[config.mk]
export PLATFORM = sky130hd
export DESIGN_NAME = fte_div
export DESIGN_NICKNAME = d
export VERILOG_FILES = /design/src/design/fte_pkg.sv /design/src/design/fte_div.sv
export SDC_FILE = /design/constraint.sdc
export NUM_CORES = 1
export LEC_CHECK = 0
export ABC_AREA = 1
export BUFFER_PORTS_ARGS = -buffer_cell sky130_fd_sc_hd__buf_2
export CORE_ASPECT_RATIO = 0.5
export CORE_UTILIZATION = 49
export CTS_BUF_LIST = sky130_fd_sc_hd__clkbuf_4 sky130_fd_sc_hd__clkbuf_8
export CTS_CLUSTER_SIZE = 28
export DETAILED_ROUTE_END_ITERATION = 12
export GPL_ROUTABILITY_DRIVEN = 1
export PLACE_DENSITY_LB_ADDON = 0.1
export SLEW_MARGIN = 10
export SYNTH_ARGS = -nofsm -noshare
export SYNTH_HDL_FRONTEND = slang
export SYNTH_SLANG_ARGS = --single-unit
[constraint.sdc]
create_clock -name clock -period 1.7 [get_ports clock]
set_input_delay 0.255 -clock clock [delete_from_list [all_inputs] [get_ports clock]]
set_output_delay 0.255 -clock clock [all_outputs]
set_load 0.02 [all_outputs]
[src/design/fte_pkg.sv]
// Shared types and constants of the FAT table entry engine.
package fte_pkg;

   localparam int unsigned SECTORS_PER_BLOCK = 3;
   localparam int unsigned POS_W = 34;
   localparam int unsigned MIN_SECTOR_BYTES = 512;

   localparam logic [1:0] OP_LOAD  = 2'd0;
   localparam logic [1:0] OP_READ  = 2'd1;
   localparam logic [1:0] OP_WRITE = 2'd2;
   localparam logic [1:0] OP_NEXT  = 2'd3;

   localparam logic [1:0] KIND_FAT12 = 2'd0;
   localparam logic [1:0] KIND_FAT16 = 2'd1;
   localparam logic [1:0] KIND_FAT32 = 2'd2;
   localparam logic [1:0] KIND_EXFAT = 2'd3;

   localparam logic [2:0] ST_OK    = 3'd0;
   localparam logic [2:0] ST_MISS  = 3'd1;
   localparam logic [2:0] ST_END   = 3'd2;
   localparam logic [2:0] ST_BAD   = 3'd3;
   localparam logic [2:0] ST_RANGE = 3'd4;

   localparam logic [2:0] REG_FAT_KIND      = 3'd0;
   localparam logic [2:0] REG_END_MASK      = 3'd1;
   localparam logic [2:0] REG_END_LOW       = 3'd2;
   localparam logic [2:0] REG_BAD_MARK      = 3'd3;
   localparam logic [2:0] REG_CLUSTER_TOTAL = 3'd4;
   localparam logic [2:0] REG_SECTOR_BYTES  = 3'd5;

   localparam logic [15:0] NIB_LOW_MASK  = 16'h000f;
   localparam logic [15:0] NIB_HIGH_MASK = 16'hf000;

   localparam logic [20:0] NO_BLOCK = 21'h1fffff;

   typedef struct packed {
      logic start;
   } div_ctl_type;

   typedef struct packed {
      logic done;
   } div_sts_type;

   typedef enum logic [7:0] {
      S_IDLE  = 8'b0000_0001,
      S_DIV   = 8'b0000_0010,
      S_CHK   = 8'b0000_0100,
      S_RADDR = 8'b0000_1000,
      S_RDATA = 8'b0001_0000,
      S_CALC  = 8'b0010_0000,
      S_WR    = 8'b0100_0000,
      S_FIN   = 8'b1000_0000
   } state_type;

endpackage

[src/design/fte_div.sv]
// Restoring divider, one quotient bit per cycle, for entry position by block size.
module fte_div #(
   parameter int unsigned DIVISOR_W = 14
) (
   input  logic                       clock,
   input  logic                       reset,
   input  fte_pkg::div_ctl_type       ctl,
   input  logic [fte_pkg::POS_W-1:0]  dividend,
   input  logic [DIVISOR_W-1:0]       divisor,
   output fte_pkg::div_sts_type       sts,
   output logic [fte_pkg::POS_W-1:0]  quotient,
   output logic [DIVISOR_W-1:0]       remainder
);
   import fte_pkg::*;

   localparam int unsigned CNT_W = $clog2(POS_W + 1);

   logic [POS_W-1:0]     quo_ff, quo_in;
   logic [DIVISOR_W-1:0] rem_ff, rem_in;
   logic [CNT_W-1:0]     cnt_ff, cnt_in;
   logic                 busy_ff, busy_in;
   logic                 done_ff, done_in;
   logic [DIVISOR_W:0]   trial;
   logic                 fits;

   assign trial = {rem_ff, quo_ff[POS_W-1]};
   assign fits  = trial >= {1'b0, divisor};

   always_comb begin
      quo_in  = quo_ff;
      rem_in  = rem_ff;
      cnt_in  = cnt_ff;
      busy_in = busy_ff;
      done_in = 1'b0;
      if (ctl.start) begin
         quo_in  = dividend;
         rem_in  = '0;
         cnt_in  = CNT_W'(POS_W);
         busy_in = 1'b1;
      end else if (busy_ff) begin
         if (fits) begin
            rem_in = DIVISOR_W'(trial - {1'b0, divisor});
         end else begin
            rem_in = trial[DIVISOR_W-1:0];
         end
         quo_in = {quo_ff[POS_W-2:0], fits};
         cnt_in = cnt_ff - 1'b1;
         if (cnt_ff == CNT_W'(1)) begin
            busy_in = 1'b0;
            done_in = 1'b1;
         end
      end
   end

   always_ff @(posedge clock) begin
      quo_ff <= quo_in;
      rem_ff <= rem_in;
      cnt_ff <= cnt_in;
      if (reset) begin
         busy_ff <= 1'b0;
         done_ff <= 1'b0;
      end else begin
         busy_ff <= busy_in;
         done_ff <= done_in;
      end
   end

   assign sts.done  = done_ff;
   assign quotient  = quo_ff;
   assign remainder = rem_ff;

endmodule

=== Yosys cells after proc, flatten, opt, wreduce, memory -nomap -nowiden ===
Cells that the tools add are included.

* Register bits after elaboration: 56
* Bits of input ports: 51
* Word-level logic and storage cells: 19

* Add/subtract/negate cells: 2
* $lt $le $gt $ge: 1
* Eq/ne operators: 1
* Multiplexer cells: 7
* Bitwise logic cells: 1
* Reduce and logical (&&, ||, !) cells: 2

{| class="wikitable"
|+ Operators by type and width
! cell !! number
|-
| two-way mux 34 bit || 2
|-
| greater-or-equal comparator 15 x 14 -> 1 bit || 1
|-
| two-way mux 14 bit || 1
|-
| subtractor 14 bit || 1
|-
| equality test 6 x 1 -> 1 bit (second input constant) || 1
|-
| subtractor 6 x 1 -> 6 bit (second input constant) || 1
|-
| two-way mux 1 bit || 4
|-
| OR reduction 3 bit || 1
|-
| nonzero test 2 bit || 1
|-
| NOT 1 bit || 1
|}

=== Depth between registers and ports, before layout ===
* Depth after elaboration: 4
* Mapped depth: 15
* Depth with buffers taken out: 14

=== Least setup slack after synthesis ===
OpenSTA, ideal clock, no wires.

* Path kind: register -> register
* Start point: register quo_ff[33] (netlist: quotient[33])
* End point: register rem_ff[6] (netlist: remainder[6])
* Setup time: 0.113 ns
* Arrival time: 1.871 ns
* Data required time: 1.587 ns
* Path slack: -0.285 ns
* Cell stages (with the launch flop): 12
* Buffers on the path: 0
* Period minus slack after synthesis: 1.985 ns
* Path through: edfxtp_1 > inv_1 > ha_1 > inv_1 > fa_1 > nand3_1 > nand3_1 > a21oi_1 > xor2_1 > nand2_1 > nand3_1 > nand2_1

* Longest elaborated chain between the ends: 2

{| class="wikitable"
|+ Ends and longest elaborated chain
! what !! RTL line !! source
|-
| start, declared || fte_div.sv:18 || <nowiki>logic [POS_W-1:0] quo_ff, quo_in;</nowiki>
|-
| start signal, assigned || fte_div.sv:56 || <nowiki>quo_ff <= quo_in;</nowiki>
|-
| subtractor 14 bit / greater-or-equal comparator 15 x 14 -> 1 bit (equally long branches) || fte_div.sv:42, fte_div.sv:27 ||
|-
| two-way mux 14 bit * || fte_div.sv:41 || <nowiki>if (fits) begin</nowiki>
|-
| end signal, assigned || fte_div.sv:57 || <nowiki>rem_ff <= rem_in;</nowiki>
|-
| end, declared || fte_div.sv:19 || <nowiki>logic [DIVISOR_W-1:0] rem_ff, rem_in;</nowiki>
|}

Every way passes the cells marked *; elsewhere a longest branch is shown, timed or not.
A chain may end at the register's enable or synchronous reset.

=== Worst setup path after layout ===
* Start point: register quo_ff[33] (netlist: quotient[33])
* End point: register rem_ff[4] (netlist: remainder[4])

Same word-level chain as after synthesis.

==> flow_summary.toml <==
[final_layout]
area_growth_syn_to_fin_pct = 37.9
final_net_count = 701
layout.cells.non_filler = 725
final_cell_area_um2 = 4880
ratio_of_cells_with_drive_above_1_in_the_final_layout = 0.368
antennaDiodeCount = 0

[timing]
final.min_clock_period_ps = 1820
max_clock_freq_mhz = 550
timing_hold_violations_final = 0
rsz_0062_raised_after_global_routing = "true"
finalSetupViolations = 15
slew-limit-headroom = 0.747
tightestPinTransition_ps = 379
setup-tns-final_ps = -791
finClkSkew_ps = 6.58
final.period_utilization = 1.07
setup_slack_of_the_critical_path_after_layout_ps = -118
drv_slew = 0

[die]
num_io_pins = 100
core_area_um2 = 6830
vert_die_dim_um = 62.1
fp-row-count = 21
design.die.area_um2 = 7600
floorplan.die.width_um = 122
initial_core_util = 0.519

[min_path]
worstHoldPathCells = 2
min-delay-start = "reset"
worst_hold_endpoint = "sts"
hold_path.class = "in -> reg"

[critical_path]
max_stage_delay_ps = 410
signal_arrival_time_at_the_worst_endpoint_ps = 2030
crit_chain = "inv_2 > ha_4 > inv_2 > fa_2 > nand3_2 > nand3_4 > buf_4 > xnor2_4 > nand2_4 > nand3_2 > o21ai_1"
max_fo_critical_path = 4
required_ps = 1920
r2r_slack_ps = -120
worstReg2RegStart = "quotient[33]"
reg2regPathDepth = 11
rr_endpoint = "remainder[4]"
cp-end-kind = "flip-flop"
crit_path_start_kind = "flip-flop"
critical-path-slowest-cell = "sky130_fd_sc_hd__edfxtp_1"
setup.worst_path.class = "reg -> reg"

[grt]
grtUsageTotal = 0.240
grt_max_degree = 30
wire_length_of_the_first_global_routing_pass_um = 14200
remaining_global_route_overflow = 0
grt_pass1_vias = 3092
antenna_found_initial = 0

[clocking]
cts-buffers-inserted = 5
holdBufCountCts = 0
clock-root-buffer = "sky130_fd_sc_hd__clkbuf_8"
worst_skew_pair.late_latency_ps = 320
tritoncts_clock_tree = "yes"
clkSlewWorstSetupHoldPaths_ps = 110
cts.htree.levels = 2
clockBufferDepth = 2
tritoncts_num_sinks = 56

[yosys]
commonest_cells_post_synth = "193 x sky130_fd_sc_hd__nand2_1, 63 x sky130_fd_sc_hd__inv_1, 35 x sky130_fd_sc_hd__nand3_1, 34 x sky130_fd_sc_hd__edfxtp_1, 22 x sky130_fd_sc_hd__dfxtp_1"
synth.top_cells.by_area = "sky130_fd_sc_hd__edfxtp_1 29%, sky130_fd_sc_hd__nand2_1 20%, sky130_fd_sc_hd__dfxtp_1 12%"
synthesis.instances = 478
postSynth.topFlopCell = "sky130_fd_sc_hd__edfxtp_1"
post_synth_num_cell_types = 38
avgSynthCellArea_um2 = 7.41
register_area_share_after_synthesis = 0.412
synth_area_um2 = 3540
yosys.cell_count.top_type = "sky130_fd_sc_hd__nand2_1"
ys_warn_count = 0
synth.top_cell.area_share = 0.288
synth.ff_latch_count = 56
synth_top_area_cell = "sky130_fd_sc_hd__edfxtp_1"
ys_async_sr_fraction = 0
synth_nets = 547
synth_edf_count = 34

[power]
peakVddDrop_mv = 0.462
cellPowerDensity_nw_per_um2 = 685
leakagePower_nw = 2.64

[drt]
dr_wl_met2_um = 3930
met3WireLength_um = 573
met1Wirelength_um = 4530
dr.first_iter.drc_count = 237
drtAntennaViolNets = 0
route.final.wire_length_um = 9120
detail_route.first_pass.iterations = 6
drc = 0
vias = 3459
highest-signal-layer = "met4"
avgViaCountPerCell = 4.77
avgRoutedWirePerCell_um = 12.6

[placed_design]
gp_congestion = 0.858
dp_hpwl_um = 6570
placed_cells_incl_taps = 711
port-buffer-count = 99
dpl_cell_area_um2 = 4570

[run]
drv.max_cap_violation_count = 0

[status]
status = "finished, violations left"
violated_checks = "setup timing"
-- per-stage QoR --
stage | setup slack (ps) | hold WS (ps) | util | total power, W
5_1_grt | -235 | 104 | 0.715 | 0.00350
6_report | -118 | 106 | 0.715 | 0.00335
2_1_floorplan | -137 | 332 | - | 0.00211
4_1_cts | -101 | 101 | 0.702 | 0.00334
3_5_place_dp | -170 | 456 | 0.670 | 0.00240
3_3_place_gp | -136 | 453 | 0.670 | 0.00239
-- routing by layer --
layer	global-route usage	up-vias
met2	0.382	112
met5	0	-
li1	-	1810
met4	0.0473	0
met3	0.0460	15
met1	0.340	1522
-- critical path, delay by kind of cell (launching register included) --
kind	cells	cell delay [ps]
and+or+nand+nor	4	290
AOI/OAI and AO/OA	1	60
DFF	1	410
xor gates and xnor gates	1	170
adders and majority gates	2	470
buffers and inverters	3	310
-- area by class of cell --
type / count / area (um^2)
inverters: 69 / 263
flip-flops and latches: 56 / 1470
multi-input cells: 339 / 1940
well taps: 92 / 115
repair buffers: 161 / 985
clock buffers: 5 / 68.8
clock inverters: 3 / 46.3
fillers: 559 / 1950
-- kinds of logic after synthesis --
group | count (synthesis) | share of synthesized area
AOI/OAI and AO/OA | 24 | 0.0381
xor gates and xnor gates | 6 | 0.0148
adders and majority gates | 18 | 0.0657
buffers and inverters | 84 | 0.0999
DFF | 56 | 0.412
and+or+nand+nor | 290 | 0.369
-- state kept, by name, indices dropped and copies added, names as in the netlist --
signal     flops
quotient      34
remainder     14
cnt_ff         6
busy_ff        1
sts            1
-- repair_timing --
action	4_1_cts	5_1_grt
setup endpoints to repair	15	15
resized for setup	11	9
setup buffers	2	3
gates cloned	1	0
pin swaps	2	3
-- placed cells by master, fill, tap and decap left out, drive strengths merged, types with 2 or more instances in the layout --
cell	netlist	final
inv	69	69
xnor2	5	5
buf	8	161
nand3	43	44
ha	17	17
edfxtp	34	34
o21ai	8	8
dfxtp	22	22
nand2	204	204
nand3b	5	5
a21oi	11	11
or2	2	2
nor3	2	2
o21bai	2	2
clkbuf	7	5
nor2	27	27
nand4	6	6
-- where the power goes --
part	total [W]	internal, W	switching (W)	leakage (nW)
sequential	0.00164	0.00158	0.0000658	0.532
combinational	0.000767	0.000312	0.000455	2.05
clock	0.000938	0.000448	0.000491	0.0600
-- worst max-delay path by stage --
stage	from	to	depth (start not counted)
after floorplan	quotient[33]	remainder[6]	11
after global placement	divisor[3]	remainder[2]	12
after detailed placement	divisor[12]	remainder[0]	12
after CTS	quotient[33]	remainder[13]	15
after global routing	quotient[33]	remainder[13]	15
final	quotient[33]	remainder[4]	11
Power figures use the tool's default switching activity.
